## config.mk

```make
export PLATFORM = sky130hd
export DESIGN_NAME = dmb_queue
export DESIGN_NICKNAME = d
export VERILOG_FILES = /design/src/hdl/dmb_pkg.sv /design/src/hdl/dmb_queue.sv
export SDC_FILE = /design/constraint.sdc
export NUM_CORES = 1
export LEC_CHECK = 0
export BUFFER_PORTS_ARGS = -buffer_cell sky130_fd_sc_hd__buf_2
export CAP_MARGIN = 20
export CORE_MARGIN = 1.5
export CORE_UTILIZATION = 52
export CTS_CLUSTER_SIZE = 30
export DETAILED_ROUTE_END_ITERATION = 7
export GPL_ROUTABILITY_DRIVEN = 0
export HOLD_SLACK_MARGIN = 0.15
export PLACE_DENSITY = 0.79
export SLEW_MARGIN = 10
export SYNTH_ARGS = -nofsm -noshare
export SYNTH_HDL_FRONTEND = slang
export SYNTH_SLANG_ARGS = --single-unit
```

## constraint.sdc

```tcl
create_clock -name aclk -period 4.7 [get_ports aclk]
set_input_delay 0.47 -clock aclk [delete_from_list [all_inputs] [get_ports aclk]]
set_output_delay 0.47 -clock aclk [all_outputs]
set_load 0.02 [all_outputs]
```

## src/hdl/dmb_pkg.sv

```systemverilog
// ---------------------------------------------------------------------------
// dmb_pkg: shared constants, types and helpers of the diagonal blur filter
// Frame limits, line store geometry and the job word that the front hands
// to the back through the queue.
// ---------------------------------------------------------------------------
package dmb_pkg;

    localparam int MAX_WIDTH  = 1024;
    localparam int MAX_HEIGHT = 1024;
    localparam int MAX_HALF   = 31;
    localparam int RING_ROWS  = 2 * MAX_HALF + 2;

    localparam int COL_W   = $clog2(MAX_WIDTH);
    localparam int ROW_W   = $clog2(MAX_HEIGHT);
    localparam int WD_W    = $clog2(MAX_WIDTH + 1);
    localparam int HT_W    = $clog2(MAX_HEIGHT + 1);
    localparam int RING_W  = $clog2(RING_ROWS);
    localparam int ADDR_W  = $clog2(RING_ROWS * MAX_WIDTH);
    localparam int HALF_W  = $clog2(MAX_HALF + 1);
    localparam int TAP_W   = $clog2(2 * MAX_HALF + 2);
    localparam int DIV_W   = HALF_W + 1;
    localparam int SUM_W   = 8 + TAP_W;
    localparam int IDX_W   = $clog2(MAX_WIDTH * MAX_HEIGHT + 1);
    localparam int PROD_W  = HALF_W + WD_W + 1;

    // configuration port
    localparam int CFG_IDX_W  = 2;
    localparam int CFG_DATA_W = 11;
    localparam logic [CFG_IDX_W-1:0] REG_WIDTH  = 2'd0;
    localparam logic [CFG_IDX_W-1:0] REG_HEIGHT = 2'd1;
    localparam logic [CFG_IDX_W-1:0] REG_HALF   = 2'd2;

    // input codes
    localparam logic FUNC_PIXEL = 1'b0;

    // one unit of work for the back end
    typedef struct packed {
        logic                 store;
        logic [ADDR_W-1:0]    waddr;
        logic [7:0]           wdata;
        logic                 produce;
        logic [RING_W-1:0]    ring0;
        logic [COL_W-1:0]     col0;
        logic [TAP_W-1:0]     ntaps;
        logic [DIV_W-1:0]     divisor;
        logic                 frame_end;
    } dmb_job_t;

    // line store address of ring row / column
    function automatic logic [ADDR_W-1:0] slot_addr(input logic [RING_W-1:0] ring,
                                                    input logic [COL_W-1:0] col);
        slot_addr = ADDR_W'(ring) * ADDR_W'(MAX_WIDTH) + ADDR_W'(col);
    endfunction

    // zero reads as one, large values saturate
    function automatic int clamp_dim(input logic [CFG_DATA_W-1:0] v, input int hi);
        int vi;
        vi = int'(v);
        if (vi == 0) clamp_dim = 1;
        else if (vi > hi) clamp_dim = hi;
        else clamp_dim = vi;
    endfunction

    function automatic int min3(input int a, input int b, input int c);
        int m;
        m = (a < b) ? a : b;
        min3 = (m < c) ? m : c;
    endfunction

endpackage

```

## src/hdl/dmb_queue.sv

```systemverilog
// ---------------------------------------------------------------------------
// dmb_queue: two-entry job queue
// Decouples the position tracker from the line store engine.
// ---------------------------------------------------------------------------
module dmb_queue (
    input  logic              aclk,
    input  logic              aresetn,
    input  logic              push,
    input  dmb_pkg::dmb_job_t push_job,
    output logic              full,
    input  logic              pop,
    output logic              valid,
    output dmb_pkg::dmb_job_t head_job,
    output logic [1:0]        count
);

    dmb_pkg::dmb_job_t entry_reg [2];
    logic       wr_ptr_reg, rd_ptr_reg;
    logic [1:0] count_reg;

    assign full     = (count_reg == 2'd2);
    assign valid    = (count_reg != 2'd0);
    assign head_job = entry_reg[rd_ptr_reg];
    assign count    = count_reg;

    // storage and pointers
    always_ff @(posedge aclk) begin
        if (push) begin
            entry_reg[wr_ptr_reg] <= push_job;
        end
        if (!aresetn) begin
            wr_ptr_reg <= 1'b0;
            rd_ptr_reg <= 1'b0;
            count_reg  <= 2'd0;
        end else begin
            if (push) wr_ptr_reg <= ~wr_ptr_reg;
            if (pop)  rd_ptr_reg <= ~rd_ptr_reg;
            count_reg <= count_reg + 2'(push) - 2'(pop);
        end
    end

endmodule

```

==> results by stage, run 1 <==
Cells and area:
- The net count of the finished layout is 435.
- The layout cell share with drive strength beyond 1 is 53.0%.
- The register with the most flip-flops in the layout has 110 of them.
- The count of antenna diodes in the layout is 0.
- Summing all non-filler instances in the final layout gives an area of around 0.0062 mm2.
- The post-synthesis to final-layout area growth is 39.8%.
- The final instance count without filler cells is between 400 and 500.

Synth:
- The cell area that synthesis handed to floorplanning was 0.00445 mm2.
- The synthesized flop and latch total is between 100 and 150.
- After synthesis, the mean cell area works out to about 23 um2.
- Synthesis produced a netlist with a net count of 253.
- The distinct cell type count after synthesis is 14.
- The number of warnings issued by yosys is 0.
- The count of mapped cells out of synthesis is around 190.
- The sequential cell area fraction in the yosys report is 76.5%.

Global routing:
- Summed over all layers, the global routing overflow is 0.
- The number of antenna violations at the first check in global routing is 0.
- The number of global-route vias before repair was about 2300.
- The maximum number of pins on one net before global-route repair is 56.
- Global routing used 17.1% of the available tracks.
- The first-pass GRT wire length is 11000 um.

Detailed routing:
- The first-pass iteration count of the detailed router is 4.
- In the routed design, unresolved DRC markers number 0.
- The number of vias after detailed routing is 2371.
- The sum of routed wire length over all layers is 7470 um.
- For this block, the initial DRC count from the detailed router was 141.
- The via count normalized by instance count is 4.82.
- Dividing the detail-routed wire length by the instance count gives 15.2 um.
- The number of nets still failing antenna checks after routing is 0.

Floorplanning:
- The y dimension of the die is about 96 um.
- The initial utilization of the core area, before any placement, comes to 53.9%.
- The die is 95.5 um wide.
- The placement row count is 33.
- 118 I/O pins were placed.
- The floorplan step defined a core boundary enclosing 0.00826 mm2.
- The area enclosed by the die boundary is 0.00912 mm2.

Clock tree:
- The CTS tree is yes.
- The maximum count of clock buffers along a single path is 2.
- Once the clock tree was built, the resizer swapped 0 gates to a different size.
- Clock-pin slew was measured on the worst setup and hold paths at around 50 ps.
- The TritonCTS sink count is 115.
- The number of buffers created by CTS is 17.
- The number of hold-repair buffers added at the cts stage is 36.
- The H-tree was split into 4 levels.
- At the later pin of the worst-skew pair, clock insertion delay measures 500 ps.
- The root buffer cell is sky130_fd_sc_hd__clkbuf_8.
- The number of buffers added for setup after CTS is 0.

Worst setup path:
- The worst register-to-register path ends at entry_reg[1][49].
- The data arrival time of the critical path is 2110 ps.
- Measured in cells, the most critical reg-to-reg path has a length of 2.
- The maximum fanout along the worst path is 55.
- The startpoint identified for the worst register-to-register timing path is wr_ptr_reg.
- The slack of the worst reg-to-reg path is 2890 ps.
- The required time of the worst setup path is about 4200 ps.
- The worst setup path is captured at an output pin.
- The category of the worst setup path launch point is a register.
- The category of the critical setup timing path is reg -> out.

STA:
- The final cycle utilization of the critical path is 54.8%.
- Setup violations remaining at the end of the flow were counted as 0.
- The hold violation total from the final report is 0.
- The worst setup slack after layout is 2120 ps.
- The upper clock frequency limit is around 0.39 GHz.
- For the pin with the worst max-slew slack, the measured transition is 1000 ps.
- The final number of max-transition violations is 0.
- The setup total negative slack is 0 ps.
- The worst pin sits at a relative slew slack of 33.1%.
- The worst clock skew on the final layout is about 4.8 ps.
- Counting I/O delays and the setup requirement, the final critical path takes between 2000 and 3000 ps.
- The tightest hold path in the finished design has a slack of 176 ps.
- Setup repair after global routing left no endpoint under its margin.

Job:
- Max-cap violations in this run came to 0.

Place:
- Input and output buffers added on the ports amount to 117.
- Timing analysis after detailed placement gives a worst setup slack of 2590 ps.
- After detailed placement, the design holds a cell count of slightly above 400.
- The area after detailed placement is about 0.0051 mm2.
- The post-detailed-placement half-perimeter wirelength is 4420 um.

Hold path:
- The source of the worst hold timing path is push_job[5].
- The worst hold path belongs to the class in -> reg.
- Counting instances, the worst hold path has a depth of 1.
- The worst-case hold path end point is entry_reg[1][5].

Pwr:
- For this design the static power due to leakage is 2.53 nW.
- The worst supply voltage drop on vdd is 292 uV.
- For this design the ratio of total power to cell area is 470 mW/mm2.

Outcome:
- The flow ran to the end, and the final reports show no timing, DRC or antenna violations.
-- logic make-up after synthesis --
family	synth area share, %
fa+ha+maj	0.562
xor+xnor	0.703
buf+inv	2.67
flops	76.5
mux	18.1
simple gates	1.27
compound gates	0.169
-- metrics by stage --
stage                     power, W  util, %
after detailed placement   0.00155     61.5
after floorplan            0.00146        -
after CTS                  0.00294     73.6
final                      0.00292     75.3
after global placement     0.00154     61.5
after global routing       0.00302     75.3
-- synthesized netlist by cell type --
library cell                 n  share of area (%)
sky130_fd_sc_hd__edfxtp_1  110                 74
sky130_fd_sc_hd__or2_2       1               0.14
sky130_fd_sc_hd__dfxtp_1     5                2.2
sky130_fd_sc_hd__buf_12      5                2.2
sky130_fd_sc_hd__buf_6       1               0.25
sky130_fd_sc_hd__and2_1      4               0.56
sky130_fd_sc_hd__mux2_2      5                1.3
sky130_fd_sc_hd__inv_1       2               0.17
sky130_fd_sc_hd__xnor3_1     1               0.51
sky130_fd_sc_hd__xor2_1      1               0.20
sky130_fd_sc_hd__ha_1        2               0.56
sky130_fd_sc_hd__nor2b_1     4               0.56
sky130_fd_sc_hd__o21a_1      1               0.17
sky130_fd_sc_hd__mux2_4     50                 17
-- report_power, final --
part / switching (W) / leakage [nW] / internal (W)
Combinational: 0.000156 / 1.15 / 0.000177
Clock: 0.000403 / 0.308 / 0.000959
Sequential: 0.0000421 / 1.07 / 0.00119
Total: 0.000601 / 2.53 / 0.00232
-- worst max path at each step --
stage / slack [ps] / to / startpoint
6_report: 2120 / head_job[2] / register
5_1_grt: 2010 / head_job[2] / register
4_1_cts: 2080 / head_job[2] / register
3_5_place_dp: 2590 / entry_reg[0][46] / push
3_3_place_gp: 2580 / entry_reg[0][46] / push
2_1_floorplan: 1290 / entry_reg[0][0] / push
-- critical path, cell delays in order, from the launching register on --
cell and delay (ps):
sky130_fd_sc_hd__dfxtp_4 1010, sky130_fd_sc_hd__mux2_2 420, sky130_fd_sc_hd__buf_2 160
-- per-layer routing --
layer | vias to the layer above | track usage (%) | routed length (um)
li1 | 1120 | - | -
met1 | 1145 | 19.8 | 3070
met2 | 88 | 27.2 | 3830
met3 | 18 | 7.50 | 426
met4 | 0 | 8.21 | 142
met5 | - | 0 | 0
-- cells in the final DEF, fill, tap and decap left out, drive strengths merged --
master and n:
and2 4, xor2 1, edfxtp 110, clkbuf 20
buf 119, clkinvlp 1, bufinv 6, inv 2
nor2b 4, mux2 55, dlygate4sd3 50, dfxtp 5
xnor3 1, or2 1, o21a 1, clkinv 5
ha 2
-- layout make-up --
cell class,instances,area [um2]
Sequential cell,115,3410
Fill cell,486,2040
Timing Repair Buffer,169,1100
Multi-Input combinational cell,69,936
Clock buffer,20,425
Clock inverter,12,210
Tap cell,105,131
Inverter,2,7.51
Note: power is estimated with default switching activity, not from simulation.
==> inputs of run 2 (changes only) <==
ABC_AREA = 1   (was not set)
CORE_UTILIZATION = 47   (was 52)
PLACE_DENSITY = 0.75   (was 0.79)
clock period = 2.3 ns   (was 4.7 ns; I/O delays follow)
==> results by stage, run 2 <==
Floorplanning:
- The standard cell core area is 0.00920 mm2 (+11%).
- The placement row count is 35 (+6.1%).
- The I/O pin count is 118 (unchanged).
- The initial core utilization is 48.4% (-5.5 points).
- The floorplan die width came to 100 um (+5.0%).
- The area enclosed by the die boundary is 0.0101 mm2 (+10%).
- The y dimension of the die was 100 um (+5.0%).

Global routing:
- The number of antenna violations at the first check in global routing was 0 (unchanged).
- The global route total overflow is 0 (unchanged).
- The layer flagged by global routing as most heavily used is met2.
- The met1 usage in global routing is 18.1% (-1.7 points).
- The maximum number of pins on one net before global-route repair is 33 (-41%).
- The met2 track utilization from global routing is 26.8% (-0.45 points).
- The number of global-route vias before repair is 2487 (+6.3%).
- The met3 track demand over resource in global routing was 5.15% (-2.3 points).
- The total track usage came to 15.9% (-1.2 points).
- The first-pass GRT wire length was 11600 um (+6.1%).

Clock tree:
- The TritonCTS sink count is 115 (unchanged).
- The number of buffers created by CTS is 17 (unchanged).
- The maximum count of clock buffers along a single path is 2 (unchanged).
- The number of buffers added for setup after CTS is 0 (unchanged).
- The latest clock arrival within the worst-skew pair came to 500 ps (about the same).
- The clock transition at the register clock pins on the worst setup and hold paths after CTS is 50 ps (about the same).
- The root buffer cell is sky130_fd_sc_hd__clkbuf_8.
- The number of levels the H-tree was split into is 4 (unchanged).
- TritonCTS built the clock tree.

STA:
- The setup total negative slack is 0 ps (unchanged).
- Setup repair after global routing left no endpoint under its margin.
- The setup-violating endpoint count in the final report was 0 (unchanged).
- The hold violation total from the final report came to 0 (unchanged).
- The worst clock skew on the final layout is 4.35 ps (-0.478 ps).
- For the finished layout, the period the worst path requires is approximately 2100 ps.
- The final critical path takes up 90.9% of the cycle.
- The worst setup slack after layout is 208 ps (-1920 ps).
- Static timing analysis puts the maximum clock frequency at 0.478 GHz.
- The worst-margin pin slew is 430 ps (-574 ps).
- The final number of max-transition violations is 0 (unchanged).
- The worst slew margin relative to its limit is 71.3% (+38 points).

Synth:
- The distinct cell type count after synthesis is 12 (-2).
- After synthesis, the most frequently instantiated cells are sky130_fd_sc_hd__edfxtp_1, sky130_fd_sc_hd__mux2_4, sky130_fd_sc_hd__nand2_1, sky130_fd_sc_hd__nor2_1, sky130_fd_sc_hd__inv_1.
- The post-synth design cell area is 0.00445 mm2 (about the same).
- Yosys instantiated no cell more often than sky130_fd_sc_hd__edfxtp_1.
- The share of the synthesized area in the top cell type was 74.3% (about the same).
- The average instance area after synthesis is 21.8 um2 (-5.9%).
- The count of mapped cells out of synthesis is 204 (+6.3%).
- The synthesized flop and latch total is 115 (unchanged).
- The number of enable-type register cells in the synthesized netlist is 110 (unchanged).
- The synthesized net count is 265 (+4.7%).
- The dominant register cell in the synthesized netlist is sky130_fd_sc_hd__edfxtp_1.
- In the post-synthesis netlist, the biggest area contributors are sky130_fd_sc_hd__edfxtp_1, sky130_fd_sc_hd__mux2_4, sky130_fd_sc_hd__buf_12.
- The cell taking the most area after synthesis is sky130_fd_sc_hd__edfxtp_1.
- The share of flip-flops with an asynchronous set or reset after synthesis is 0% (unchanged).
- The number of warnings issued by yosys is 0 (unchanged).
- The sequential cell area fraction in the yosys report was 76.5% (about the same).

Worst setup path:
- The category of the worst setup path launch point is a register.
- The category of the critical setup timing path is reg -> out.
- The slack of the worst reg-to-reg path came to 560 ps (-2330 ps).
- The required time of the worst setup path is 2070 ps (-2160 ps).
- The capture point of the worst reg-to-reg path is count[0].
- The maximum fanout along the worst path is 20 (-64%).
- The worst setup path is captured at an output pin.
- The number of cells traversed by the worst register-to-register path is 7 (+5).
- In this run the critical register-to-register path is launched from count[0].
- The data arrival time of the critical path is 1860 ps (-250 ps).

Pwr:
- The worst supply voltage drop on vdd is 497 uV (+70%).
- The leakage dissipation came to 2.60 nW (+2.5%).
- The power density normalized to cell area was 895 mW/mm2 (+90%).
- The total power draw is 0.00565 W (+93%).

Outcome:
- The flow ran to the end, and the final reports show no timing, DRC or antenna violations.

Hold path:
- The worst hold path cell count is 2 (+1).
- The kind of path behind the tightest hold check is in -> reg.
- The startpoint identified for the worst hold timing path is push_job[33].
- The path with the worst hold slack has its endpoint at entry_reg[1][33].

Detailed routing:
- The number of nets still failing antenna checks after routing came to 0 (unchanged).
- The per-cell routed wire length was 14.6 um (-3.7%).
- The via count normalized by instance count is 4.72 (-2.2%).
- The sum of routed wire length over all layers is 7640 um (+2.4%).
- The count of unresolved DRC violations after routing is 0 (unchanged).
- The first-pass iteration count of the detailed router is 4 (unchanged).
- The detailed router's first-iteration violation count is 91 (-35%).
- The number of vias after detailed routing is 2466 (+4.0%).

Cells and area:
- The layout cell share with drive strength beyond 1 is 51.2% (-1.8 points).
- The count of antenna diodes in the layout is 0 (unchanged).
- The final design instance area without fill is 0.00631 mm2 (+1.5%).
- The post-synthesis to final-layout area growth is 42.0%.
- The most common library cell in the layout ignoring fill and taps is sky130_fd_sc_hd__buf_2.
- The net count of the finished layout is 460 (+5.7%).
- The flip-flop count of the largest register, all copies and words added is 110 (unchanged).
- Leaving out fill and tap cells, the most frequent cells in the layout are sky130_fd_sc_hd__buf_2, sky130_fd_sc_hd__edfxtp_1, sky130_fd_sc_hd__dlygate4sd3_1, sky130_fd_sc_hd__mux2_4, sky130_fd_sc_hd__clkbuf_16.
- The final core area utilization is 68.7% (-6.6 points).

Place:
- The number of buffers added on ports is 117 (unchanged).
- The area after detailed placement is 0.00514 mm2 (+1.2%).
- The post-detailed-placement half-perimeter wirelength came to 4660 um (+5.3%).
- The worst slack at placement is 707 ps (-1880 ps).

Job:
- The number of maximum-capacitance violations came to 0 (unchanged).
==> run 2: cell types whose count changed after synthesis, moves of 4 or more <==
| cell | change |
|---|---|
| sky130_fd_sc_hd__nor2_1 | +8 |
| sky130_fd_sc_hd__nand2_1 | +9 |
| sky130_fd_sc_hd__and2_1 | -4 |
| sky130_fd_sc_hd__nor2b_1 | -4 |
| sky130_fd_sc_hd__inv_1 | +5 |
==> run 2: stage by stage <==
step	cells	hold slack [ps]
global placement	432	417
CTS	523	426
finish	523	453
floorplan	204	323
detailed placement	432	422
global route	523	433
==> run 2: worst max path at each step <==
stage                    start              end  slack, ps
floorplan           wr_ptr_reg  entry_reg[0][0]        120
global placement      register      head_job[2]        720
detailed placement    register      head_job[1]        710
CTS                   register      head_job[1]        170
global route          register      head_job[1]        120
finish                register      head_job[1]        210
==> run 2: cell type report <==
class / count / area [um2]
Sequential cell: 115 / 3410
Fill cell: 615 / 2880
Timing Repair Buffer: 182 / 1250
Multi-Input combinational cell: 76 / 913
Clock buffer: 19 / 422
Clock inverter: 13 / 160
Tap cell: 111 / 139
Inverter: 7 / 26.3
==> run 2: cell families after synthesis <==
group / share of synthesized area, %
flops: 76.5
mux: 18.1
simple gates: 1.55
buf+inv: 3.10
fa+ha+maj: 0.563
compound gates: 0.112
==> run 2: what timing repair did <==
action	4_1_cts	5_1_grt
hold endpoints to repair	115	0
hold buffers	59	0
resized for setup	0	0
==> run 2: worst max-delay path: stages (launching register included) <==
cell	delay (ps)
sky130_fd_sc_hd__dfxtp_4	600
sky130_fd_sc_hd__buf_12	240
sky130_fd_sc_hd__mux2_2	350
sky130_fd_sc_hd__buf_2	160
==> run 2: per-layer routing <==
layer | routed length (um) | part of all wire, %
met2 | 3900 | 51
met4 | 131 | 1.7
met5 | 0 | 0
met3 | 416 | 5.4
met1 | 3200 | 42
==> run 2: where the power goes <==
group          total, W  internal [W]  switching, W  leakage (nW)
combinational  0.000652      0.000328      0.000324          1.24
clock           0.00253       0.00165      0.000884         0.282
sequential      0.00247       0.00242     0.0000461          1.07
total           0.00565       0.00440       0.00125          2.60
==> inputs of run 3 (changes only) <==
clock period = 1.8 ns   (was 2.3 ns; I/O delays follow)
==> results by stage, run 3 (synthesized netlist as in run 2, its figures left out) <==
Outcome:
- The run finished, with violations left.
- The final reports fail on negative setup slack.

Clock tree:
- The root buffer cell is sky130_fd_sc_hd__clkbuf_8.
- The TritonCTS sink count is 115 (unchanged).
- The latest clock arrival within the worst-skew pair is 500 ps (about the same).
- The number of buffers created by CTS was 17 (unchanged).
- TritonCTS built the clock tree.
- The clock transition at the register clock pins on the worst setup and hold paths after CTS is 60 ps (about the same).
- The maximum count of clock buffers along a single path is 2 (unchanged).
- The number of levels the H-tree was split into came to 4 (unchanged).

Floorplanning:
- The y dimension of the die was 100 um (unchanged).
- The standard cell core area is 0.00920 mm2 (unchanged).
- The placement row count is 35 (unchanged).
- The initial core utilization is 48.4% (unchanged).
- The I/O pin count is 118 (unchanged).
- The floorplan die width is 100 um (unchanged).
- The area enclosed by the die boundary is 0.0101 mm2 (unchanged).

Pwr:
- The power density normalized to cell area is 1070 mW/mm2 (+20%).
- The worst supply voltage drop on vdd is 861 uV (+73%).
- The leakage dissipation came to 2.76 nW (+6.3%).
- The total power draw is 0.00720 W (+27%).

Cells and area:
- The count of fill cells added during filler insertion came to 565 (-8.1%).
- The count of antenna diodes in the layout is 0 (unchanged).
- The layout cell share with drive strength beyond 1 is 53.0% (+1.7 points).
- The final design instance area without fill is 0.00672 mm2 (+6.4%).
- The post-synthesis to final-layout area growth is 51.1%.
- The most common library cell in the layout ignoring fill and taps is sky130_fd_sc_hd__edfxtp_1.
- The final instance count without filler cells is 534 (+2.1%).
- In the layout the commonest cells are sky130_fd_sc_hd__edfxtp_1, sky130_fd_sc_hd__buf_2, sky130_fd_sc_hd__dlygate4sd3_1, sky130_fd_sc_hd__mux2_4, sky130_fd_sc_hd__buf_6.
- The net count of the finished layout came to 471 (+2.4%).
- The flip-flop count of the largest register, all copies and words added came to 110 (unchanged).

STA:
- The final number of max-transition violations is 0 (unchanged).
- The worst slew margin relative to its limit is 73.2% (+1.9 points).
- Setup repair after global routing could not meet its margin everywhere.
- The worst-margin pin slew is 401 ps (-28.5 ps).
- The worst clock skew on the final layout came to 5.38 ps (+1.03 ps).
- The upper clock frequency limit is 0.542 GHz.
- The final cycle utilization of the critical path is 102%.
- The worst setup slack after layout is -43.4 ps (-252 ps).
- The hold violation total from the final report is 0 (unchanged).
- The setup total negative slack is -481 ps (-481 ps).
- For the finished layout, the period the worst path requires is between 1500 and 2000 ps.
- The setup-violating endpoint count in the final report is 20 (+20).

Detailed routing:
- The sum of routed wire length over all layers is 8870 um (+16%).
- The detailed router's first-iteration violation count is 88 (-3.3%).
- The per-cell routed wire length is 16.6 um (+14%).
- The via count normalized by instance count is 4.79 (+1.6%).
- The number of nets still failing antenna checks after routing is 0 (unchanged).
- The count of unresolved DRC violations after routing was 0 (unchanged).
- The first-pass iteration count of the detailed router is 4 (unchanged).
- The number of vias after detailed routing is 2559 (+3.8%).

Global routing:
- The global route total overflow was 0 (unchanged).
- The number of global-route vias before repair is 2637 (+6.0%).
- The maximum number of pins on one net before global-route repair is 33 (unchanged).
- The total track usage was 18.0% (+2.1 points).
- The number of antenna violations at the first check in global routing is 0 (unchanged).
- The first-pass GRT wire length is 13000 um (+11%).

Place:
- The number of buffers added on ports is 117 (unchanged).
- The number of placed cells counting well taps is 432 (unchanged).
- The area after detailed placement is 0.00516 mm2 (+0.32%).
- The post-detailed-placement half-perimeter wirelength is 4650 um (-0.31%).

Worst setup path:
- The worst setup path is captured at an output pin.
- The data arrival time of the critical path came to 1660 ps (-200 ps).
- The number of cells traversed by the worst register-to-register path came to 7 (unchanged).
- The maximum fanout along the worst path is 13 (-35%).
- The slack of the worst reg-to-reg path is 90 ps (-470 ps).
- The capture point of the worst reg-to-reg path is count[0].
- The category of the worst setup path launch point is a register.
- The startpoint identified for the worst register-to-register timing path is count[0].
- The critical path in this run is classified as reg -> out.
- The required time of the worst setup path is 1620 ps (-450 ps).

Hold path:
- The worst hold path cell count was 2 (unchanged).
- The worst hold path terminates at entry_reg[1][7].
- The source of the worst hold timing path is push_job[7].
- The path class of the tightest hold or removal check is in -> reg.

Job:
- The number of maximum-capacitance violations came to 0 (unchanged).
==> run 3: changes by cell type in the layout (fill, tap and decap cells not counted), moves of 2 or more <==
| cell | previous run | this run |
|---|---|---|
| sky130_fd_sc_hd__clkinvlp_4 | 2 | 4 |
| sky130_fd_sc_hd__buf_4 | 4 | 7 |
| sky130_fd_sc_hd__buf_12 | 2 | 4 |
| sky130_fd_sc_hd__clkbuf_16 | 16 | 18 |
| sky130_fd_sc_hd__buf_2 | 117 | 85 |
| sky130_fd_sc_hd__mux2_2 | 5 | 0 |
| sky130_fd_sc_hd__mux2_4 | 50 | 55 |
| sky130_fd_sc_hd__inv_6 | 1 | 3 |
| sky130_fd_sc_hd__clkbuf_1 | 2 | 0 |
| sky130_fd_sc_hd__bufinv_16 | 3 | 1 |
| sky130_fd_sc_hd__buf_6 | 0 | 32 |
| sky130_fd_sc_hd__buf_16 | 0 | 2 |
==> run 3: layout make-up <==
| class | count | area [um2] | area share, % |
|---|---|---|---|
| flip-flops and latches | 115 | 3410 | 50.7 |
| repair buffers | 193 | 1660 | 24.7 |
| multi-input cells | 76 | 932 | 13.9 |
| clock buffers | 17 | 414 | 6.17 |
| well taps | 111 | 139 | 2.07 |
| clock inverters | 15 | 133 | 1.97 |
| inverters | 7 | 30.0 | 0.447 |
==> run 3: per-stage QoR <==
step / util [%] / hold WS (ps) / worst slack (ps)
floorplan: - / 273 / 176
global placement: 56.1 / 367 / 431
detailed placement: 56.1 / 371 / 419
CTS: 70.3 / 377 / -62.8
global route: 73.0 / 384 / -106
finish: 73.0 / 405 / -43.4
==> run 3: worst max path at each step <==
| stage | cells after the start | end | slack (ps) |
|---|---|---|---|
| final | 3 | head_job[31] | -40 |
| after detailed placement | 3 | head_job[2] | 420 |
| after floorplan | 2 | entry_reg[1][0] | 180 |
| after global placement | 3 | head_job[28] | 430 |
| after global routing | 3 | head_job[31] | -110 |
| after CTS | 4 | head_job[2] | -60 |
==> run 3: timing repair <==
action,CTS,global route
setup buffers,5,1
endpoints found under the setup margin,48,55
resized for setup,14,60
hold endpoints to repair,115,0
hold buffers,59,0
cloned,3,2
==> run 3: power breakdown <==
group	internal, W	total, W	switching (W)
clock	0.00183	0.00300	0.00117
sequential	0.00310	0.00314	0.0000441
combinational	0.000570	0.00105	0.000482
==> run 3: per-layer routing <==
metal,GRT usage [%],part of all wire (%),up-vias
met2,31.0,54,88
met5,0,0,-
met4,6.93,1.0,0
met3,5.71,5.1,12
met1,21.0,40,1259
li1,-,-,1200
==> run 3: worst max-delay path: stages, from the launching register on <==
cell and delay [ps]:
sky130_fd_sc_hd__dfxtp_4 380, sky130_fd_sc_hd__bufbuf_16 310, sky130_fd_sc_hd__mux2_4 310, sky130_fd_sc_hd__buf_2 160
