$ cat src/hdl/dmb_pkg.sv
// ---------------------------------------------------------------------------
// dmb_pkg: shared constants, types and helpers of the diagonal blur filter
// Frame limits, line store geometry and the job word that the front hands
// to the back through the queue.
// ---------------------------------------------------------------------------
package dmb_pkg;

    localparam int MAX_WIDTH  = 1024;
    localparam int MAX_HEIGHT = 1024;
    localparam int MAX_HALF   = 31;
    localparam int RING_ROWS  = 2 * MAX_HALF + 2;

    localparam int COL_W   = $clog2(MAX_WIDTH);
    localparam int ROW_W   = $clog2(MAX_HEIGHT);
    localparam int WD_W    = $clog2(MAX_WIDTH + 1);
    localparam int HT_W    = $clog2(MAX_HEIGHT + 1);
    localparam int RING_W  = $clog2(RING_ROWS);
    localparam int ADDR_W  = $clog2(RING_ROWS * MAX_WIDTH);
    localparam int HALF_W  = $clog2(MAX_HALF + 1);
    localparam int TAP_W   = $clog2(2 * MAX_HALF + 2);
    localparam int DIV_W   = HALF_W + 1;
    localparam int SUM_W   = 8 + TAP_W;
    localparam int IDX_W   = $clog2(MAX_WIDTH * MAX_HEIGHT + 1);
    localparam int PROD_W  = HALF_W + WD_W + 1;

    // configuration port
    localparam int CFG_IDX_W  = 2;
    localparam int CFG_DATA_W = 11;
    localparam logic [CFG_IDX_W-1:0] REG_WIDTH  = 2'd0;
    localparam logic [CFG_IDX_W-1:0] REG_HEIGHT = 2'd1;
    localparam logic [CFG_IDX_W-1:0] REG_HALF   = 2'd2;

    // input codes
    localparam logic FUNC_PIXEL = 1'b0;

    // one unit of work for the back end
    typedef struct packed {
        logic                 store;
        logic [ADDR_W-1:0]    waddr;
        logic [7:0]           wdata;
        logic                 produce;
        logic [RING_W-1:0]    ring0;
        logic [COL_W-1:0]     col0;
        logic [TAP_W-1:0]     ntaps;
        logic [DIV_W-1:0]     divisor;
        logic                 frame_end;
    } dmb_job_t;

    // line store address of ring row / column
    function automatic logic [ADDR_W-1:0] slot_addr(input logic [RING_W-1:0] ring,
                                                    input logic [COL_W-1:0] col);
        slot_addr = ADDR_W'(ring) * ADDR_W'(MAX_WIDTH) + ADDR_W'(col);
    endfunction

    // zero reads as one, large values saturate
    function automatic int clamp_dim(input logic [CFG_DATA_W-1:0] v, input int hi);
        int vi;
        vi = int'(v);
        if (vi == 0) clamp_dim = 1;
        else if (vi > hi) clamp_dim = hi;
        else clamp_dim = vi;
    endfunction

    function automatic int min3(input int a, input int b, input int c);
        int m;
        m = (a < b) ? a : b;
        min3 = (m < c) ? m : c;
    endfunction

endpackage

$ cat src/hdl/dmb_front.sv
// ---------------------------------------------------------------------------
// dmb_front: input acceptance and output scheduling
// Tracks input and output raster positions, decides whether a word stores a
// pixel and whether the next result is due, and queues a job for the back.
// ---------------------------------------------------------------------------
module dmb_front (
    input  logic                           aclk,
    input  logic                           aresetn,
    input  logic                           s_valid,
    output logic                           s_ready,
    input  logic                           s_func,
    input  logic [7:0]                     s_pixel_in,
    input  logic                           cfg_valid,
    input  logic [dmb_pkg::CFG_IDX_W-1:0]  cfg_index,
    input  logic [dmb_pkg::CFG_DATA_W-1:0] cfg_data,
    output logic                           q_push,
    output dmb_pkg::dmb_job_t              q_job,
    input  logic                           q_full
);

    typedef enum logic [1:0] {F_IDLE, F_MUL, F_PUSH} fstate_t;

    fstate_t state_reg, state_next;
    logic [dmb_pkg::CFG_DATA_W-1:0] width_cfg_reg, width_cfg_next;
    logic [dmb_pkg::CFG_DATA_W-1:0] height_cfg_reg, height_cfg_next;
    logic [4:0]                     half_cfg_reg, half_cfg_next;

    logic [dmb_pkg::COL_W-1:0]  in_col_reg, in_col_next, out_col_reg, out_col_next;
    logic [dmb_pkg::ROW_W-1:0]  in_row_reg, in_row_next, out_row_reg, out_row_next;
    logic [dmb_pkg::RING_W-1:0] in_ring_reg, in_ring_next, out_ring_reg, out_ring_next;
    logic [dmb_pkg::IDX_W-1:0]  in_idx_reg, in_idx_next, out_idx_reg, out_idx_next;
    logic                       frame_done_reg, frame_done_next;

    logic [dmb_pkg::HALF_W-1:0] k_lo_reg, k_lo_next, k_hi_reg, k_hi_next;
    logic [dmb_pkg::PROD_W-1:0] prod_reg, prod_next;
    logic                       store_reg, store_next;
    logic [dmb_pkg::ADDR_W-1:0] waddr_reg, waddr_next;
    logic [7:0]                 wdata_reg, wdata_next;

    logic [dmb_pkg::WD_W-1:0]   w_c;
    logic [dmb_pkg::HT_W-1:0]   ht_c;
    logic [dmb_pkg::HALF_W-1:0] h_c;
    logic                       due;
    logic [dmb_pkg::RING_W:0]   ring_tmp;

    // clamped frame geometry
    assign w_c  = dmb_pkg::WD_W'(dmb_pkg::clamp_dim(width_cfg_reg, dmb_pkg::MAX_WIDTH));
    assign ht_c = dmb_pkg::HT_W'(dmb_pkg::clamp_dim(height_cfg_reg, dmb_pkg::MAX_HEIGHT));
    assign h_c  = (int'(half_cfg_reg) > dmb_pkg::MAX_HALF) ?
                  dmb_pkg::HALF_W'(dmb_pkg::MAX_HALF) : dmb_pkg::HALF_W'(half_cfg_reg);

    // next result due once its last tap has arrived
    assign due = frame_done_reg ||
                 ((dmb_pkg::IDX_W+1)'(in_idx_reg) >
                  (dmb_pkg::IDX_W+1)'(out_idx_reg) + (dmb_pkg::IDX_W+1)'(prod_reg));

    assign s_ready = (state_reg == F_IDLE);

    // ring row of the first tap
    always_comb begin
        if (out_ring_reg >= dmb_pkg::RING_W'(k_lo_reg)) begin
            ring_tmp = (dmb_pkg::RING_W+1)'(out_ring_reg) - (dmb_pkg::RING_W+1)'(k_lo_reg);
        end else begin
            ring_tmp = (dmb_pkg::RING_W+1)'(out_ring_reg)
                     + (dmb_pkg::RING_W+1)'(dmb_pkg::RING_ROWS)
                     - (dmb_pkg::RING_W+1)'(k_lo_reg);
        end
    end

    // job word
    always_comb begin
        q_job.store     = store_reg;
        q_job.waddr     = waddr_reg;
        q_job.wdata     = wdata_reg;
        q_job.produce   = due;
        q_job.ring0     = ring_tmp[dmb_pkg::RING_W-1:0];
        q_job.col0      = out_col_reg - dmb_pkg::COL_W'(k_lo_reg);
        q_job.ntaps     = dmb_pkg::TAP_W'(k_lo_reg) + dmb_pkg::TAP_W'(k_hi_reg) + 1'b1;
        q_job.divisor   = {h_c, 1'b1};
        q_job.frame_end = (32'(out_col_reg) + 1 >= 32'(w_c)) &&
                          (32'(out_row_reg) + 1 >= 32'(ht_c));
    end

    // sequencing and position update
    always_comb begin
        state_next      = state_reg;
        width_cfg_next  = width_cfg_reg;
        height_cfg_next = height_cfg_reg;
        half_cfg_next   = half_cfg_reg;
        in_col_next     = in_col_reg;
        in_row_next     = in_row_reg;
        in_ring_next    = in_ring_reg;
        in_idx_next     = in_idx_reg;
        out_col_next    = out_col_reg;
        out_row_next    = out_row_reg;
        out_ring_next   = out_ring_reg;
        out_idx_next    = out_idx_reg;
        frame_done_next = frame_done_reg;
        k_lo_next       = k_lo_reg;
        k_hi_next       = k_hi_reg;
        prod_next       = prod_reg;
        store_next      = store_reg;
        waddr_next      = waddr_reg;
        wdata_next      = wdata_reg;
        q_push          = 1'b0;

        case (state_reg)
            F_IDLE: begin
                if (s_valid) begin
                    store_next = (s_func == dmb_pkg::FUNC_PIXEL) && !frame_done_reg;
                    waddr_next = dmb_pkg::slot_addr(in_ring_reg, in_col_reg);
                    wdata_next = s_pixel_in;
                    if (store_next) begin
                        in_idx_next = in_idx_reg + 1'b1;
                        if (32'(in_col_reg) + 1 >= 32'(w_c)) begin
                            in_col_next = '0;
                            if (32'(in_row_reg) + 1 >= 32'(ht_c)) begin
                                in_row_next     = '0;
                                in_ring_next    = '0;
                                frame_done_next = 1'b1;
                            end else begin
                                in_row_next  = in_row_reg + 1'b1;
                                in_ring_next = (32'(in_ring_reg) == dmb_pkg::RING_ROWS - 1) ?
                                               '0 : in_ring_reg + 1'b1;
                            end
                        end else begin
                            in_col_next = in_col_reg + 1'b1;
                        end
                    end
                    k_hi_next = dmb_pkg::HALF_W'(dmb_pkg::min3(int'(h_c),
                                int'(ht_c) - 1 - int'(out_row_reg),
                                int'(w_c) - 1 - int'(out_col_reg)));
                    k_lo_next = dmb_pkg::HALF_W'(dmb_pkg::min3(int'(h_c),
                                int'(out_row_reg), int'(out_col_reg)));
                    state_next = F_MUL;
                end
            end
            F_MUL: begin
                prod_next  = dmb_pkg::PROD_W'(k_hi_reg) * (dmb_pkg::PROD_W'(w_c) + 1'b1);
                state_next = F_PUSH;
            end
            F_PUSH: begin
                if (!store_reg && !due) begin
                    state_next = F_IDLE;
                end else if (!q_full) begin
                    q_push     = 1'b1;
                    state_next = F_IDLE;
                    if (due) begin
                        out_idx_next = out_idx_reg + 1'b1;
                        if (32'(out_col_reg) + 1 >= 32'(w_c)) begin
                            out_col_next = '0;
                            if (32'(out_row_reg) + 1 >= 32'(ht_c)) begin
                                // frame complete: start over
                                in_col_next     = '0;
                                in_row_next     = '0;
                                in_ring_next    = '0;
                                in_idx_next     = '0;
                                out_row_next    = '0;
                                out_ring_next   = '0;
                                out_idx_next    = '0;
                                frame_done_next = 1'b0;
                            end else begin
                                out_row_next  = out_row_reg + 1'b1;
                                out_ring_next = (32'(out_ring_reg) == dmb_pkg::RING_ROWS - 1) ?
                                                '0 : out_ring_reg + 1'b1;
                            end
                        end else begin
                            out_col_next = out_col_reg + 1'b1;
                        end
                    end
                end
            end
            default: state_next = F_IDLE;
        endcase

        // register write restarts the frame
        if (cfg_valid && (cfg_index == dmb_pkg::REG_WIDTH || cfg_index == dmb_pkg::REG_HEIGHT ||
                          cfg_index == dmb_pkg::REG_HALF)) begin
            if (cfg_index == dmb_pkg::REG_WIDTH)  width_cfg_next  = cfg_data;
            if (cfg_index == dmb_pkg::REG_HEIGHT) height_cfg_next = cfg_data;
            if (cfg_index == dmb_pkg::REG_HALF)   half_cfg_next   = cfg_data[4:0];
            in_col_next     = '0;
            in_row_next     = '0;
            in_ring_next    = '0;
            in_idx_next     = '0;
            out_col_next    = '0;
            out_row_next    = '0;
            out_ring_next   = '0;
            out_idx_next    = '0;
            frame_done_next = 1'b0;
        end
    end

    // state and position registers
    always_ff @(posedge aclk) begin
        k_lo_reg  <= k_lo_next;
        k_hi_reg  <= k_hi_next;
        prod_reg  <= prod_next;
        store_reg <= store_next;
        waddr_reg <= waddr_next;
        wdata_reg <= wdata_next;
        if (!aresetn) begin
            state_reg      <= F_IDLE;
            width_cfg_reg  <= dmb_pkg::CFG_DATA_W'(1024);
            height_cfg_reg <= dmb_pkg::CFG_DATA_W'(1024);
            half_cfg_reg   <= 5'd20;
            in_col_reg     <= '0;
            in_row_reg     <= '0;
            in_ring_reg    <= '0;
            in_idx_reg     <= '0;
            out_col_reg    <= '0;
            out_row_reg    <= '0;
            out_ring_reg   <= '0;
            out_idx_reg    <= '0;
            frame_done_reg <= 1'b0;
        end else begin
            state_reg      <= state_next;
            width_cfg_reg  <= width_cfg_next;
            height_cfg_reg <= height_cfg_next;
            half_cfg_reg   <= half_cfg_next;
            in_col_reg     <= in_col_next;
            in_row_reg     <= in_row_next;
            in_ring_reg    <= in_ring_next;
            in_idx_reg     <= in_idx_next;
            out_col_reg    <= out_col_next;
            out_row_reg    <= out_row_next;
            out_ring_reg   <= out_ring_next;
            out_idx_reg    <= out_idx_next;
            frame_done_reg <= frame_done_next;
        end
    end

endmodule

$ cat config.mk
export PLATFORM = sky130hd
export DESIGN_NAME = dmb_front
export DESIGN_NICKNAME = d
export VERILOG_FILES = /design/src/hdl/dmb_pkg.sv /design/src/hdl/dmb_front.sv
export SDC_FILE = /design/constraint.sdc
export NUM_CORES = 1
export LEC_CHECK = 0
export BUFFER_PORTS_ARGS = -buffer_cell sky130_fd_sc_hd__buf_2
export CAP_MARGIN = 30
export CORE_MARGIN = 3
export CORE_UTILIZATION = 30
export DETAILED_ROUTE_END_ITERATION = 10
export HOLD_SLACK_MARGIN = 0.02
export PLACE_DENSITY_LB_ADDON = 0.05
export SYNTH_ARGS = -nofsm -noshare
export SYNTH_HDL_FRONTEND = slang
export SYNTH_SLANG_ARGS = --single-unit
$ cat constraint.sdc
create_clock -name aclk -period 8.4 [get_ports aclk]
set_input_delay 0.42 -clock aclk [delete_from_list [all_inputs] [get_ports aclk]]
set_output_delay 0.42 -clock aclk [all_outputs]
set_load 0.05 [all_outputs]
==> key figures, run 1 <==
Layout
  • Fin nets: 2008
  • N_diodes: 0
  • Layout cell share with drive strength beyond 1: 0.100
  • Area delta synth->final: 11.4%
  • Fillers: 5026
  • Final Non-Filler Cells: 2392

Setup path
  • Critical Path Source: height_cfg_reg[7]
  • WP data arrival: 7.11 ns
  • Reg2Reg Depth: 27
  • Worst path depth: 27
  • Cell family with most CP delay: compound AO/OA/AOI/OAI gates
  • Worst-path fanout max: 16
  • Worst path slowest cell: a31oi_1
  • Critical path class: reg2reg
  • Setup crit start kind: flip-flop
  • Setup crit end kind: flip-flop
  • Crit Reg-Reg Startpoint: height_cfg_reg[7]
  • Worst path max stage delay: 0.62 ns
  • Worst endpoint required time: 8.65 ns
  • Worst Path Buf+Inv: 3
  • Worst Setup EP: k_hi_reg[1]
  • Worst r2r dst: k_hi_reg[1]
  • R2R Setup Slk: 1.55 ns
  • CP dominant cell by count: a21oi_1

Die
  • Initial core utilization: 0.306
  • Die Y: 227 µm
  • Die width: 227 µm
  • Core area: 0.0480 mm²
  • Io pins: 84
  • FP Rows: 80
  • DIE AREA: 0.0516 mm²

Place
  • IO Port Bufs: 82
  • Placed Instances: 2360
  • RD Place Congestion: 0.813
  • Detail Placement HPWL: 35100 µm

STA
  • Slew Viols, Final: 0
  • RSZ-0062 raised after global routing: no
  • # setup viols final: 0
  • Tmin final: 6.85 ns
  • Period utilization: 0.816
  • Setup_tns: 0 ns
  • Slew margin rel.: 0.373
  • Max Freq: 146 MHz
  • Final Hold Fails: 0
  • Worst slew pin tran: 0.940 ns
  • Clk_skew: 0.0173 ns

Status
  • Outcome: finished clean

Global routing
  • Aggregate global-route resource usage: 0.179
  • Initial antenna violation count: 4
  • Largest net degree at the start of global routing: 56
  • Global-route wire length before repair: 70500 µm
  • GRT overflow: 0
  • Vias in the first global route: 12100

Synthesis
  • Commonest cells post-synth: 181 x ha_1, 154 x nand2_1, 124 x dfxtp_1
  • Compound-Gate Fraction of Synth Area: 0.174
  • Largest family of logic cells by synthesized area: simple AND/OR/NAND/NOR gates
  • Post-Synth Adder-Cell Area: 0.203
  • Area leader, netlist: dfxtp_1
  • Post-Synthesis Cell Area: 0.0147 mm²
  • Warnings from Yosys: 0
  • Syn Area/Cell: 8.68 µm²
  • Area contributors post-synth: dfxtp_1 17%, ha_1 15%, edfxtp_1 11%
  • Ys async rst share: 0
  • Most used flip-flop cell after synthesis: dfxtp_1
  • Synth Register Bits: 176
  • Post-Syn Instances: 1692
  • Synth Area in Simple Gates: 0.205
  • Post-synth EDFFs: 52
  • Most common cell in the netlist: ha_1
  • Sequential fraction of the synthesis area: 0.275
  • Synth cell types: 83
  • Post-synthesis xor/xnor area fraction: 0.0698
  • Top-area cell type share of the netlist area: 0.169
  • Post-synthesis mux area share: 0.0288

Clock network
  • Clock sink count: 176
  • Clock buffer depth: 2
  • Htree depth: 4
  • Num CTS Buffers: 17
  • CTS tree: yes
  • CTS hold repair buffers: 0
  • Setup Buffers After CTS: 0
  • Clk slew on worst S/H paths: 0.08 ns
  • Worst-skew pair later-pin latency: 0.50 ns
  • Post-CTS Resized: 0
  • Root buf cell: clkbuf_16

Drt
  • Total wire length: 44900 µm
  • DR WL/cell: 18.8 µm
  • Vias per cell: 5.17
  • DRT iter0 DRCs: 691
  • Pre-antenna DRT Iters: 7
  • Via count: 12400
  • Drt drc: 0
  • ANT nets after route: 0

Pwr
  • LEAKAGE: 0.00674 µW
  • Max IR drop VDD: 0.000116 V
  • PwrDens: 130 mW/mm²

Min path
  • Class of the worst hold path: in2reg

Flow run
  • Max Cap Violations: 0
==> metal layers <==
layer  global-route usage  wire length, µm  vias up
li1                     -                -     6233
met1                0.247            22500     5892
met2                0.289            20200      196
met3               0.0342             1570       34
met4               0.0441              603        4
met5                    0               27        -
==> stage by stage <==
stage / power (µW) / cell area (µm²) / hold slack (ns) / util / worst slack [ns]
CTS: 2180 / 16300 / 0.0596 / 0.340 / 1.53
global route: 2240 / 16300 / 0.0648 / 0.340 / 0.929
finish: 2130 / 16300 / 0.101 / 0.340 / 1.55
floorplan: 1240 / 14700 / 0.438 / - / 2.35
global placement: 1350 / 15800 / 0.459 / 0.328 / 1.75
detailed placement: 1350 / 15800 / 0.463 / 0.329 / 1.57
==> power by group <==
part / switching (µW) / internal [µW] / leakage, µW
Clock: 413 / 390 / 0.000261
Combinational: 271 / 131 / 0.00498
Sequential: 26.1 / 902 / 0.00150
Total: 710 / 1420 / 0.00674
==> cells in the final DEF, fill, tap and decap left out, types with 79 or more instances in the layout <==
cell type	Yosys	final
ha_1	181	181
buf_2	9	82
nand2_1	154	153
dfxtp_1	124	124
inv_1	105	105
nor2_1	106	106
xnor2_1	79	79
a21oi_1	107	107
o21ai_0	87	86
nand3_1	86	86
==> final cells by class <==
cell class                 count  area (µm²)  share of cell area
sequential                   176        4040               0.247
tap                          615         769              0.0471
clock buffer                  18         429              0.0262
multi-input combinational   1368       10100               0.615
clock inverter                14         125             0.00765
timing repair buffer          95         519              0.0318
inverter                     106         400              0.0245
==> worst register-to-register path: cells and delay by family (launching register included) <==
kind / cells / cell delay (ns)
buffers and inverters: 3 / 0.20
and+or+nand+nor: 7 / 1.56
muxes: 2 / 0.72
adders and majority gates: 4 / 1.60
DFF: 1 / 0.39
xor gates and xnor gates: 1 / 0.10
AOI/OAI and AO/OA: 10 / 2.06
==> cell families (layout without fill, tap and decap cells) <==
family / count (synthesis) / in the layout
AND/OR/NAND/NOR: 598 / 598
other: 2 / 11
AO/OA/AOI/OAI: 384 / 384
adder cells (fa/ha/maj): 217 / 217
multiplexers: 41 / 41
XOR/XNOR: 117 / 117
buffers and inverters: 157 / 233
flip-flops: 176 / 176
==> worst min-delay path by stage <==
stage | slack (ns) | from | end | cells after the start
global route | 0.06 | s_pixel_in[6] | wdata_reg[6] | 1
detailed placement | 0.46 | in_idx_reg[20] | in_idx_reg[20] | 1
floorplan | 0.44 | in_idx_reg[20] | in_idx_reg[20] | 1
global placement | 0.46 | in_idx_reg[20] | in_idx_reg[20] | 1
finish | 0.10 | s_pixel_in[6] | wdata_reg[6] | 1
CTS | 0.06 | s_pixel_in[3] | wdata_reg[3] | 1
Power figures use the tool's default switching activity.
==> inputs of run 2 (changes only) <==
==> constraint.sdc (replaced) <==
create_clock -name aclk -period 5.8 [get_ports aclk]
set_input_delay 0.29 -clock aclk [delete_from_list [all_inputs] [get_ports aclk]]
set_output_delay 0.29 -clock aclk [all_outputs]
set_load 0.05 [all_outputs]
==> key figures, run 2 (synthesis gave the netlist of run 1 again) <==
STA
  • Period utilization: 0.973 (+0.158)
  • Final Hold Fails: 0 (unchanged)
  • Slew margin rel.: 0.478 (+0.104)
  • RSZ-0062 raised after global routing: yes
  • Clk_skew: 0.0197 ns (+0.00246 ns)
  • Max Freq: 177 MHz (+21%)
  • Slew Viols, Final: 0 (unchanged)
  • # setup viols final: 0 (unchanged)
  • Tmin final: 5.65 ns (-1.21 ns)
  • Worst slew pin tran: 0.775 ns (-0.165 ns)

Layout
  • Finished Core Util: 0.357 (+0.0165)
  • Most common cell after layout, fill and taps aside: ha_1
  • Area delta synth->final: 16.8%
  • N_diodes: 0 (unchanged)
  • Design Area, Final: 0.0171 mm² (+4.9%)
  • Layout cell share with drive strength beyond 1: 0.151 (+0.0508)
  • Most frequent cells in the layout: 175 x ha_1, 152 x nand2_1, 122 x dfxtp_1
  • Fin nets: 2066 (+2.9%)

Clock network
  • Clk slew on worst S/H paths: 0.08 ns (about the same)
  • Clock sink count: 176 (unchanged)
  • Htree depth: 4 (unchanged)
  • CTS tree: yes
  • Clock buffer depth: 2 (unchanged)
  • Worst-skew pair later-pin latency: 0.50 ns (about the same)
  • Num CTS Buffers: 17 (unchanged)
  • Root buf cell: clkbuf_16

Drt
  • DR WL/cell: 18.5 µm (-1.2%)
  • Vias per cell: 5.18 (+0.21%)
  • DRT iter0 DRCs: 683 (-1.2%)
  • ANT nets after route: 0 (unchanged)
  • Via count: 12700 (+2.6%)
  • Total wire length: 45400 µm (+1.2%)
  • Pre-antenna DRT Iters: 5 (-2)
  • Drt drc: 0 (unchanged)

Pwr
  • PwrDens: 186 mW/mm² (+42%)
  • LEAKAGE: 0.00709 µW (+5.2%)
  • Logic pwr share: 0.200 (+0.012)
  • Max IR drop VDD: 0.000219 V (+89%)
  • Switching part of the total: 0.336 (+0.00256)
  • Clock power frac: 0.379 (+0.002)
  • Sequential share of power: 0.421 (-0.014)
  • NetSw: 1070 µW (+50%)
  • Internal cell power: 2110 µW (+49%)

Die
  • FP Rows: 80 (unchanged)
  • Die width: 227 µm (unchanged)
  • Initial core utilization: 0.306 (unchanged)
  • Core area: 0.0480 mm² (unchanged)
  • Die Y: 227 µm (unchanged)
  • DIE AREA: 0.0516 mm² (unchanged)
  • Io pins: 84 (unchanged)

Setup path
  • Worst endpoint required time: 6.13 ns (-2.52 ns)
  • Critical path class: reg2reg
  • CP dominant cell by count: ha_4
  • Setup crit start kind: flip-flop
  • Setup crit end kind: flip-flop
  • R2R Setup Slk: 0.15 ns (-1.39 ns)
  • Worst path max stage delay: 0.56 ns (-0.06 ns)
  • WP data arrival: 5.98 ns (-1.13 ns)
  • Worst-path fanout max: 3 (-13)
  • Worst path slowest cell: or4_4

Global routing
  • Vias in the first global route: 12400 (+2.7%)
  • Largest net degree at the start of global routing: 47 (-16%)
  • GRT overflow: 0 (unchanged)
  • Global-route wire length before repair: 71800 µm (+1.8%)
  • Aggregate global-route resource usage: 0.182 (+0.00278)
  • Initial antenna violation count: 0 (-4)

Place
  • RD Place Congestion: 0.825 (+1.4%)
  • Placed cell areas: 0.0162 mm² (+2.7%)
  • Detail Placement HPWL: 35500 µm (+1.3%)
  • IO Port Bufs: 82 (unchanged)

Flow run
  • Max Cap Violations: 0 (unchanged)

Status
  • Outcome: finished clean

Min path
  • Class of the worst hold path: in2reg
-- run 2: changes by cell type in the layout (fill, tap and decap cells not counted), sizes merged --
cell         change
buf             +49
dlygate4sd3      +8
clkinv           +4
clkinvlp         -4
clkbuf           +1
-- run 2: worst max-delay path, delay by kind of cell, from the launching register on --
family / cells / cell delay (ns)
multiplexers: 2 / 0.45
AO/OA/AOI/OAI: 9 / 1.21
buffers and inverters: 6 / 0.58
XOR/XNOR: 1 / 0.17
AND/OR/NAND/NOR: 7 / 1.29
adder cells (fa/ha/maj): 5 / 1.46
flip-flops: 1 / 0.33
-- run 2: power groups by stage --
stage,registers [µW],logic [µW],clock network (µW)
global placement,1370,608,0
floorplan,1390,405,0
detailed placement,1370,613,0
CTS,1340,633,1260
finish,1340,635,1210
global route,1350,706,1300
-- run 2: stage by stage --
step / cells / hold WS, ns / setup TNS, ns / power (µW) / worst slack (ns)
after floorplan: 1701 / 0.389 / 0 / 1790 / 0.00781
after global placement: 2407 / 0.468 / -0.275 / 1980 / -0.0771
after detailed placement: 2409 / 0.468 / -0.820 / 1980 / -0.199
after CTS: 2449 / 0.0232 / 0 / 3230 / 0.00654
after global routing: 2450 / 0.0364 / -0.785 / 3350 / -0.191
final: 2450 / 0.0773 / 0 / 3180 / 0.154
-- run 2: final timing paths --
check	startpoint	end	cells past startpoint
hold reg to reg	in_ring_reg[5]	waddr_reg[15]	0
setup / recovery	height_cfg_reg[7]	k_hi_reg[2]	30
hold / removal	s_valid	state_reg[0]	2
setup reg to reg	height_cfg_reg[7]	k_hi_reg[2]	30
-- run 2: cell type report --
type                       count  area, µm²
multi-input combinational   1368      10300
clock buffer                  18        439
tap                          615        769
inverter                     106        400
fill                        4999      30900
timing repair buffer         153       1030
sequential                   176       4050
clock inverter                14        140
-- run 2: what timing repair did --
action / CTS / global route
hold buffers: 8 / 0
pin swaps: 15 / 22
resized for setup: 25 / 34
endpoints found under the setup margin: 5 / 10
buffers inserted: 0 / 1
hold endpoints to repair: 8 / 0
-- run 2: metal layers --
layer / GRT usage / part of all wire / vias to the layer above
li1: - / - / 6335
met1: 0.257 / 0.51 / 6121
met2: 0.289 / 0.45 / 201
met3: 0.0349 / 0.034 / 28
met4: 0.0379 / 0.010 / 0
met5: 0 / 0 / -
==> inputs of run 3 (changes only) <==
--- a/config.mk
+++ b/config.mk
@@ -8,7 +8,7 @@
 export BUFFER_PORTS_ARGS = -buffer_cell sky130_fd_sc_hd__buf_2
 export CAP_MARGIN = 30
 export CORE_MARGIN = 3
-export CORE_UTILIZATION = 30
+export CORE_UTILIZATION = 35
 export DETAILED_ROUTE_END_ITERATION = 10
 export HOLD_SLACK_MARGIN = 0.02
 export PLACE_DENSITY_LB_ADDON = 0.05
==> key figures, run 3 (synthesis gave the netlist of run 1 again) <==
Status
  • Outcome: finished clean

Layout
  • Final Non-Filler Cells: 2373 (-3.1%)
  • Register area: 0.00405 mm² (about the same)
  • Fillers: 4191 (-16%)
  • Area delta synth->final: 16.1%
  • Fin nets: 2071 (+0.24%)
  • Area occupied by multi-input gates: 0.0103 mm² (-0.23%)
  • Most frequent cells in the layout: 176 x ha_1, 153 x nand2_1, 123 x dfxtp_1
  • Most common cell after layout, fill and taps aside: ha_1
  • Layout cell share with drive strength beyond 1: 0.148 (-0.00258)
  • Design Area, Final: 0.0170 mm² (-0.61%)

Drt
  • Via count: 12600 (-0.84%)
  • Vias per cell: 5.30 (+2.4%)
  • DR WL met3: 1720 µm (+12%)
  • Drt drc: 0 (unchanged)
  • DR WL/cell: 18.4 µm (-0.67%)
  • Pre-antenna DRT Iters: 5 (unchanged)
  • Uppermost layer routed: met4
  • Wl on met1: 22300 µm (-3.1%)
  • Total wire length: 43700 µm (-3.8%)
  • ANT nets after route: 0 (unchanged)
  • DRT iter0 DRCs: 650 (-4.8%)
  • Met2 wire len: 18900 µm (-7.7%)

Global routing
  • Global-route wire length before repair: 69400 µm (-3.4%)
  • Aggregate global-route resource usage: 0.200 (+0.0186)
  • GRT overflow: 0 (unchanged)
  • Vias in the first global route: 12300 (-1.5%)
  • Largest net degree at the start of global routing: 37 (-21%)
  • Initial antenna violation count: 1 (+1)

Setup path
  • Crit Reg-Reg Startpoint: height_cfg_reg[9]
  • Worst-path fanout max: 3 (unchanged)
  • Worst r2r dst: k_hi_reg[1]
  • Setup crit end kind: flip-flop
  • Critical path class: reg2reg
  • R2R Setup Slk: 0.16 ns (about the same)
  • Worst endpoint required time: 6.04 ns (-0.09 ns)
  • Critical Path Source: height_cfg_reg[9]
  • WP data arrival: 5.88 ns (-0.10 ns)
  • Setup crit start kind: flip-flop
  • Reg2Reg Depth: 27 (-10%)
  • Worst Setup EP: k_hi_reg[1]

STA
  • # setup viols final: 0 (unchanged)
  • Tmin final: 5.64 ns (-0.00661 ns)
  • Period utilization: 0.972 (-0.00114)
  • Final Hold Fails: 0 (unchanged)
  • Slew Viols, Final: 0 (unchanged)
  • Final worst slack: 0.161 ns (+0.00661 ns)
  • RSZ-0062 raised after global routing: yes
  • Max Freq: 177 MHz (+0.12%)
  • Worst slew pin tran: 1.00 ns (+0.226 ns)
  • Tightest hold margin: 0.0714 ns (-0.00591 ns)
  • Clk_skew: 0.0129 ns (-0.00683 ns)
  • Slew margin rel.: 0.332 (-0.146)

Pwr
  • PwrDens: 184 mW/mm² (-0.95%)
  • LEAKAGE: 0.00712 µW (+0.42%)
  • Max IR drop VDD: 0.000136 V (-38%)

Flow run
  • Max Cap Violations: 0 (unchanged)

Place
  • Placed cell areas: 0.0161 mm² (-0.51%)
  • IO Port Bufs: 82 (unchanged)
  • RD Place Congestion: 0.871 (+5.6%)
  • Detail Placement HPWL: 34600 µm (-2.8%)
  • Placed Instances: 2330 (-3.3%)
  • Worst slack at placement: -0.150 ns (+0.0495 ns)

Die
  • Die Y: 211 µm (-7.2%)
  • Core area: 0.0411 mm² (-14%)
  • DIE AREA: 0.0444 mm² (-14%)
  • Initial core utilization: 0.357 (+0.0516)
  • FP Rows: 74 (-7.5%)
  • Die width: 211 µm (-7.2%)
  • Io pins: 84 (unchanged)

Clock network
  • Htree depth: 4 (unchanged)
  • Worst-skew pair later-pin latency: 0.49 ns (about the same)
  • Root buf cell: clkbuf_16
  • CTS tree: yes
  • Clk slew on worst S/H paths: 0.07 ns (about the same)
  • Clock buffer depth: 2 (unchanged)
  • Num CTS Buffers: 17 (unchanged)
  • Clock sink count: 176 (unchanged)

Min path
  • Class of the worst hold path: in2reg
-- run 3: worst max-delay path: stages (launching register included) --
cell      delay, ns
dfxtp_2        0.32
or4_4          0.57
nor2b_4        0.15
nor2b_4        0.14
o21a_1         0.15
inv_2          0.05
ha_4           0.25
inv_2          0.04
fa_2           0.34
a21o_1         0.21
a21oi_2        0.16
nand2b_4       0.15
nand2b_1       0.07
a21oi_2        0.16
xnor2_1        0.11
nor4_2         0.27
nand4_1        0.17
ha_4           0.34
mux2i_4        0.24
inv_2          0.06
ha_4           0.27
nand2_1        0.06
o21ai_2        0.15
a41oi_2        0.13
a21oi_1        0.14
o21ai_1        0.10
a31oi_2        0.30
mux2_4         0.32
-- run 3: layout make-up --
class,count,share of cell area
clock inverters,14,0.00844
multi-input cells,1368,0.604
diodes,1,0.000147
well taps,532,0.0391
flip-flops and latches,176,0.237
repair buffers,158,0.0622
clock buffers,18,0.0252
inverters,106,0.0235
-- run 3: worst min-delay path by stage --
| stage | from | end | slack, ns | cells after the start |
|---|---|---|---|---|
| 4_1_cts | s_valid | state_reg[0] | 0.02 | 2 |
| 5_1_grt | s_valid | state_reg[0] | 0.06 | 2 |
| 3_5_place_dp | s_pixel_in[0] | wdata_reg[0] | 0.47 | 1 |
| 3_3_place_gp | s_pixel_in[3] | wdata_reg[3] | 0.47 | 1 |
| 2_1_floorplan | s_pixel_in[0] | wdata_reg[0] | 0.39 | 0 |
| 6_report | s_valid | state_reg[0] | 0.07 | 2 |
-- run 3: per-stage QoR --
stage,TNS (ns),util,total power (µW)
3_5_place_dp,-0.707,0.393,1980
6_report,0,0.415,3130
5_1_grt,-0.948,0.414,3290
4_1_cts,0,0.409,3170
2_1_floorplan,0,-,1790
3_3_place_gp,-0.0802,0.392,1970
-- run 3: metal layers --
| metal | GRT usage | vias up |
|---|---|---|
| li1 | - | 6344 |
| met1 | 0.292 | 5985 |
| met2 | 0.306 | 209 |
| met3 | 0.0337 | 40 |
| met4 | 0.0570 | 0 |
| met5 | 0 | - |
-- run 3: timing repair --
| item | in CTS | in global routing |
|---|---|---|
| cloned | 0 | 0 |
| hold endpoints to repair | 8 | 0 |
| setup endpoints to repair | 5 | 13 |
| buffers inserted | 1 | 1 |
| gates resized for setup | 10 | 47 |
| hold buffers | 8 | 0 |
| pin swaps | 5 | 21 |
-- run 3: power breakdown --
| group | leakage [µW] | total [µW] | switching, µW | internal, µW |
|---|---|---|---|---|
| combinational | 0.00534 | 630 | 408 | 223 |
| sequential | 0.00150 | 1340 | 32.7 | 1310 |
| clock | 0.000283 | 1160 | 591 | 572 |
| total | 0.00712 | 3130 | 1030 | 2100 |
